==> src/rtl/phm_pkg.sv <==
// ----------------------------------------------------------------------------
// phm_pkg
// Shared constants, codes and types for the pointer-keyed hash map.
// ----------------------------------------------------------------------------
package phm_pkg;

  localparam int unsigned TABLE_ENTRIES = 4096;  // power of two
  localparam int unsigned HASH_SHIFT    = 4;
  localparam int unsigned IDX_W         = $clog2(TABLE_ENTRIES);
  localparam int unsigned KEY_W         = 64;
  localparam int unsigned VAL_W         = 64;

  localparam logic [IDX_W-1:0] LAST_IDX = IDX_W'(TABLE_ENTRIES - 1);

  typedef enum logic [1:0] {
    OP_CLEAR = 2'd0,
    OP_PUT   = 2'd1,
    OP_GET   = 2'd2,
    OP_NONE  = 2'd3
  } opcode_e;

  typedef enum logic [2:0] {
    ST_OK    = 3'd0,
    ST_FOUND = 3'd1,
    ST_MISS  = 3'd2,
    ST_FULL  = 3'd3,
    ST_NULL  = 3'd4
  } status_e;

  // memory access issued by the controller to both slot stores
  typedef struct packed {
    logic             key_we;
    logic             val_we;
    logic [IDX_W-1:0] addr;
    logic [KEY_W-1:0] key_wdata;
    logic [VAL_W-1:0] val_wdata;
  } mem_req_t;

  function automatic logic [IDX_W-1:0] home_slot(logic [KEY_W-1:0] key);
    return key[HASH_SHIFT +: IDX_W];
  endfunction

endpackage

==> src/rtl/phm_ctrl.sv <==
// ----------------------------------------------------------------------------
// phm_ctrl
// Probe sequencer: clearing sweep, linear probe walk and result register.
// ----------------------------------------------------------------------------
module phm_ctrl (
  input  logic                      clk_i,
  input  logic                      rst_ni,
  input  logic                      start_i,
  output logic                      busy_o,
  input  logic [1:0]                opcode_i,
  input  logic [phm_pkg::KEY_W-1:0] key_i,
  input  logic [phm_pkg::VAL_W-1:0] value_i,
  output phm_pkg::mem_req_t         mem_req_o,
  input  logic [phm_pkg::KEY_W-1:0] key_rdata_i,
  input  logic [phm_pkg::VAL_W-1:0] val_rdata_i,
  output logic                      done_o,
  output logic [2:0]                status_o,
  output logic [phm_pkg::VAL_W-1:0] found_value_o
);

  localparam logic [1:0] S_IDLE  = 2'd0;
  localparam logic [1:0] S_CLEAR = 2'd1;
  localparam logic [1:0] S_PROBE = 2'd2;

  logic [1:0]                      state_q, state_d;
  logic [phm_pkg::IDX_W-1:0]       idx_q, idx_d;
  logic [phm_pkg::IDX_W-1:0]       cnt_q, cnt_d;
  logic                            report_q, report_d;
  logic                            is_put_q, is_put_d;
  logic [phm_pkg::KEY_W-1:0]       key_q, key_d;
  logic [phm_pkg::VAL_W-1:0]       val_q, val_d;
  logic                            done_q, done_d;
  logic [2:0]                      status_q, status_d;
  logic [phm_pkg::VAL_W-1:0]       found_q, found_d;
  logic [phm_pkg::IDX_W-1:0]       idx_inc;
  logic                            slot_empty, slot_match;

  assign idx_inc    = phm_pkg::IDX_W'(idx_q + 1'b1);
  assign slot_empty = (key_rdata_i == '0);
  assign slot_match = (key_rdata_i == key_q);

  always_comb begin
    state_d   = state_q;
    idx_d     = idx_q;
    cnt_d     = cnt_q;
    report_d  = report_q;
    is_put_d  = is_put_q;
    key_d     = key_q;
    val_d     = val_q;
    done_d    = 1'b0;
    status_d  = phm_pkg::ST_OK;
    found_d   = '0;
    mem_req_o = '{key_we: 1'b0, val_we: 1'b0, addr: idx_q,
                  key_wdata: key_q, val_wdata: val_q};

    unique case (state_q)
      S_IDLE: begin
        // read the home slot while the transaction is taken
        mem_req_o.addr = phm_pkg::home_slot(key_i);
        if (start_i) begin
          case (opcode_i) inside
            phm_pkg::OP_CLEAR: begin
              state_d  = S_CLEAR;
              idx_d    = '0;
              report_d = 1'b1;
            end
            phm_pkg::OP_PUT, phm_pkg::OP_GET: begin
              if (key_i == '0) begin
                done_d   = 1'b1;
                status_d = phm_pkg::ST_NULL;
              end else begin
                state_d  = S_PROBE;
                idx_d    = phm_pkg::home_slot(key_i);
                cnt_d    = '0;
                is_put_d = (opcode_i == phm_pkg::OP_PUT);
                key_d    = key_i;
                val_d    = value_i;
              end
            end
            default: begin
              done_d = 1'b1;
            end
          endcase
        end
      end
      S_CLEAR: begin
        mem_req_o.key_we    = 1'b1;
        mem_req_o.key_wdata = '0;
        idx_d               = idx_inc;
        if (idx_q == phm_pkg::LAST_IDX) begin
          state_d = S_IDLE;
          done_d  = report_q;
        end
      end
      S_PROBE: begin
        if (is_put_q && (slot_empty || slot_match)) begin
          mem_req_o.key_we = 1'b1;
          mem_req_o.val_we = 1'b1;
          state_d          = S_IDLE;
          done_d           = 1'b1;
        end else if (!is_put_q && slot_match) begin
          state_d  = S_IDLE;
          done_d   = 1'b1;
          status_d = phm_pkg::ST_FOUND;
          found_d  = val_rdata_i;
        end else if (!is_put_q && slot_empty) begin
          state_d  = S_IDLE;
          done_d   = 1'b1;
          status_d = phm_pkg::ST_MISS;
        end else if (cnt_q == phm_pkg::LAST_IDX) begin
          // whole table visited without a usable slot
          state_d  = S_IDLE;
          done_d   = 1'b1;
          status_d = is_put_q ? phm_pkg::ST_FULL : phm_pkg::ST_MISS;
        end else begin
          mem_req_o.addr = idx_inc;
          idx_d          = idx_inc;
          cnt_d          = phm_pkg::IDX_W'(cnt_q + 1'b1);
        end
      end
      default: begin
        state_d = S_IDLE;
      end
    endcase
  end

  always_ff @(posedge clk_i or negedge rst_ni) begin
    if (!rst_ni) begin
      state_q  <= S_CLEAR;  // power-up sweep empties the key store
      idx_q    <= '0;
      cnt_q    <= '0;
      report_q <= 1'b0;
      is_put_q <= 1'b0;
      done_q   <= 1'b0;
    end else begin
      state_q  <= state_d;
      idx_q    <= idx_d;
      cnt_q    <= cnt_d;
      report_q <= report_d;
      is_put_q <= is_put_d;
      done_q   <= done_d;
    end
  end

  always_ff @(posedge clk_i) begin
    key_q    <= key_d;
    val_q    <= val_d;
    status_q <= status_d;
    found_q  <= found_d;
  end

  assign busy_o        = (state_q != S_IDLE);
  assign done_o        = done_q;
  assign status_o      = status_q;
  assign found_value_o = found_q;

endmodule

==> config.mk <==
export PLATFORM = sky130hd
export DESIGN_NAME = phm_ctrl
export DESIGN_NICKNAME = d
export VERILOG_FILES = /design/src/rtl/phm_pkg.sv /design/src/rtl/phm_ctrl.sv
export SDC_FILE = /design/constraint.sdc
export NUM_CORES = 1
export LEC_CHECK = 0
export BUFFER_PORTS_ARGS = -buffer_cell sky130_fd_sc_hd__buf_2
export CAP_MARGIN = 0
export CORE_AREA = 2 2 184 186
export DETAILED_ROUTE_END_ITERATION = 16
export DIE_AREA = 0 0 186 188
export GPL_ROUTABILITY_DRIVEN = 0
export SYNTH_ARGS = -nofsm -noshare
export SYNTH_HDL_FRONTEND = slang
export SYNTH_SLANG_ARGS = --single-unit
==> constraint.sdc <==
create_clock -name clk_i -period 13.12 [get_ports clk_i]
set_input_delay 0.656 -clock clk_i [delete_from_list [all_inputs] [get_ports clk_i]]
set_output_delay 0.656 -clock clk_i [all_outputs]
set_load 0.03 [all_outputs]
### After elaboration in Yosys (flattened, before gate mapping)

Index checks and enable logic that the tools add are counted.

* bitwise operators: 4
* multiplexer cells: 53
* $add $sub $neg: 2
* reductions and logical operators: 19
* eq/ne operators: 19

Operator list (number)
* 12-bit 2-to-1 mux: 16
* 64-bit logical NOT: 2
* 64-bit == test: 1
* 64-bit 2-to-1 mux: 1
* 12-bit one-hot mux with 2 select lines: 2
* 12-bit one-hot mux with 3 select lines: 1
* 12-bit by 1-bit adder with 12-bit output (second input constant): 2
* 12-bit == test (second input constant): 2
* 2-bit 2-to-1 mux: 11
* 3-bit 2-to-1 mux: 7
* 2-bit != test (second input constant): 8
* 1-bit 2-to-1 mux: 11
* 5-bit AND reduction: 2
* 9-bit AND reduction: 1
* 2-bit one-hot mux with 3 select lines: 1
* 3-bit one-hot mux with 2 select lines: 1
* 5-bit != test (second input constant): 1
* 2-bit by 1-bit == test with 1-bit output (second input constant): 2
* 2-bit == test (second input constant): 2
* 2-bit logical NOT: 2
* 1-bit inverter: 4
* 4-bit AND reduction: 1
* 2-bit nonzero test: 2
* 1-bit logical AND: 3
* other kinds (11): 11

* flip-flop bits (word level): 224
* output and inout bits: 211
* logic and storage cells: 107
* input port bits: 261

### Longest topological paths before layout

* word-level depth: 6
* depth in mapped cells: 10
* depth with buffers taken out: 9

### Worst setup path before layout

Ideal clock, no wire load.

* path kind: input to register
* from: input opcode_i[0]
* to: register cnt_q[0] in the netlist's numbering
* required time: 13.053 ns
* arrival time: 7.823 ns
* buffers on the path: 0
* stages: 8
* library setup time: 0.067 ns
* path slack: 5.230 ns
* path through: inv_1 -> ha_1 -> nor2_1 -> nand2_1 -> nor2_1 -> a21oi_1 -> or4_1 -> nand2_1

* longest elaborated chain between the ends: 4
* elaborated cells between the ends (all ways): 7
* those cells by class: eq/ne: 4; reduce/logical: 3

Ends and longest elaborated chain
* start: declaration: RTL line phm_ctrl.sv:10 `input logic [1:0] opcode_i,`
* 2-bit by 1-bit == test with 1-bit output or 2-bit == test (tied branches)
* 2-bit OR reduction
* 2-bit by 1-bit != test with 1-bit output (no source line)
* 9-bit AND reduction (no source line) (*)
* end signal: assignment: RTL line phm_ctrl.sv:138 `cnt_q <= cnt_d;`
* end: declaration: RTL line phm_ctrl.sv:27 `logic [phm_pkg::IDX_W-1:0] cnt_q, cnt_d;`

Every way passes the cells marked *; elsewhere a longest branch is shown, timed or not.
A chain may end at the register's enable or synchronous reset.

==> results_dict.tcl <==
set metrics [dict create \
    outcome "complete, no violations" \
    clk_pin_slew_worst_paths_ps 60 \
    post-route-worst-setup-slack_ps 8660 \
    drt_iter0_drc 734 \
    final_cell_mix "buf_2, edfxtp_1, and3_1, xnor2_1, dfxtp_1" \
    grt_use_met2 0.321 \
    start_util 0.289 \
    seq_area_um2 5910 \
    clk_latency_ps 550 \
    die_y_um 188 \
    syn_avg_cell_area_um2 12.1 \
    seq_area_frac_synth 0.617 \
    synthDistinctLibCells 66 \
    cts_buffers 27 \
    grt_pass1_vias 8042 \
    nets 1528 \
    routed_wl_um 37300 \
    finClkSkew_ps 32.3 \
    slowest_delay_ps 520 \
    vias 8421 \
    p_leak_nw 5.98 \
    end_kind "output port" \
    cts_resized 0 \
    crit_fanout 10 \
    synth.net_count 1064 \
    fillerInstances 3260 \
    fin_crit_ps 4460 \
    mostFrequentLayoutCell "buf_2" \
    drive_gt1_frac 0.425 \
    synthArstFlopShare 0.129 \
    clock.fmax_mhz 224 \
    holdWs_ps 196 \
    synth_area_um2 9580 \
    fin_cells 1733 \
    placed_cells 1677 \
    worst_ep_arrival_time_ps 3800 \
    core_area_um2 33100 \
    placed_area_um2 12400 \
    cts_root_buffer "clkbuf_16" \
    cpLargestDelayFamily "simple AND/OR/NAND/NOR gates" \
    cp.required_ps 12460 \
    synth_ff_type "edfxtp_1" \
    worst_path_most_repeated_cell "nand4_1" \
    pin_count 472 \
    grt_max_degree 81 \
    gr-usage-met3 0.0672 \
    htreeDepth 1 \
    dieArea_um2 35000 \
    ys_warn_count 0 \
    final_area_um2 13400 \
    grt_first_pass_wirelength_um 52200 \
    cts_tree "yes" \
    critPathLaunchType "flip-flop" \
    grt_use_total 0.201 \
    report.final.slew_viol_count 0 \
    use_met1 0.259 \
    viasPerCell 4.86 \
    tightestPinTransition_ps 1130 \
    maxCapViolations 0 \
    synth_cells 794 \
    power_per_cell_area_nw_per_um2 182 \
    drc 0 \
    pre_cts_ws_ps 9020 \
    vdd_drop_max_v 0.0000850 \
    cts_hold_buf 0 \
    antenna_found_initial 7 \
    ant_nets 0 \
    fin_util 0.404 \
    multi_input_area_um2 3450 \
    rows 67 \
    die_w_um 186 \
    relSlewSlack 0.247 \
    crit_type "flip-flop to output port" \
    top_usage_layer "met2" \
    dp_hpwl_um 29000 \
    p_total_mw 2.44 \
    rsz0062_at_grt "no" \
    hold_path_class "primary input to asynchronous set/reset pin" \
    io_buffers 471 \
    clk_path_buf_depth 3 \
    area_delta_synth_final_pct 39.5 \
    finalSetupViolations 0 \
    crit_path_cell_trace "xnor2_1 > nand4_1 > nor4_1 > nand4_1 > nand2_1 > mux2i_1 > o21ai_0 > buf_2" \
    fin_setup_tns_ps 0 \
    wl_per_cell_um 21.5 \
    cts.sinks 224 \
    hold_violations 0 \
    synth_edf_count 128 \
    grt_overflow_total 0 \
    final.period_utilization 0.340 \
    yosys_register_bits 224 \
    crit_path_top_delay_cell "nand4_1" \
    worst-path-buf-inv 1 \
    firstDrtPassIters 5 \
    cts_setup_buffers 0 \
]
==> synthesized netlist by cell type, drive strengths merged (4+ instances only) <==
master    n  area (um2)
xnor2    72         631
or2       4        25.0
or3       6        37.5
a21o      4        30.0
nor3     12        60.1
a31oi     7        43.8
ha        9         113
o211ai    4        30.0
a21oi    21         113
nand3    20         100
buf       6        38.8
a22oi    10        75.1
and3     80         500
inv      13        48.8
edfxtp  128        3840
nor2     25         101
nand4    33         206
or4       5        37.5
nor2b    64         400
clkbuf   36         141
mux2i     5        50.1
dfrtp    28         701
o21ai    33         169
nand2    27         101
nor4     38         287
dfxtp    67        1340
==> layout make-up <==
type / instances / area share
Timing Repair Buffer: 477 / 0.180
Inverter: 14 / 0.00393
Clock buffer: 33 / 0.0546
Multi-Input combinational cell: 514 / 0.258
Antenna cell: 6 / 0.00112
Tap cell: 448 / 0.0420
Sequential cell: 224 / 0.442
Clock inverter: 17 / 0.0183
==> worst paths after layout <==
kind / start / to / slack [ps] / cells past startpoint
max: key_q[25] / mem_req_o[129] / 8660 / 8
min: rst_ni / cnt_q[0] / 200 / 1
max reg2reg: state_q[1] / val_q[14] / 9390 / 8
min reg2reg: report_q / report_q / 510 / 1
max in group asynchronous: rst_ni / idx_q[6] / 12410 / 1
min in group clk_i: value_i[20] / val_q[20] / 280 / 1
==> layer usage <==
layer	up-vias	routed length, um
met5	-	13
met4	2	876
met3	61	4120
met2	475	17500
met1	4008	14800
li1	3875	-
==> state kept, by name, indices dropped and copies added (netlist names) <==
register and flops:
cnt_q 12, state_q 2, is_put_q 1, found_value_o 64, status_o 3, report_q 1, val_q 64, key_q 64
idx_q 12, done_o 1
==> where the power goes <==
group	internal (mW)	switching, mW	leakage, nW
Combinational	0.220	0.514	3.42
Clock	0.499	0.315	0.478
Sequential	0.823	0.0675	2.08
==> logic make-up after synthesis <==
family	count (synthesis)	synth area share
AOI/OAI and AO/OA	98	0.0665
xor gates and xnor gates	75	0.0686
adders and majority gates	9	0.0118
buffers and inverters	56	0.0243
DFF	224	0.617
muxes	7	0.00758
and+or+nand+nor	325	0.204
Note: power is estimated with default switching activity, not from simulation.
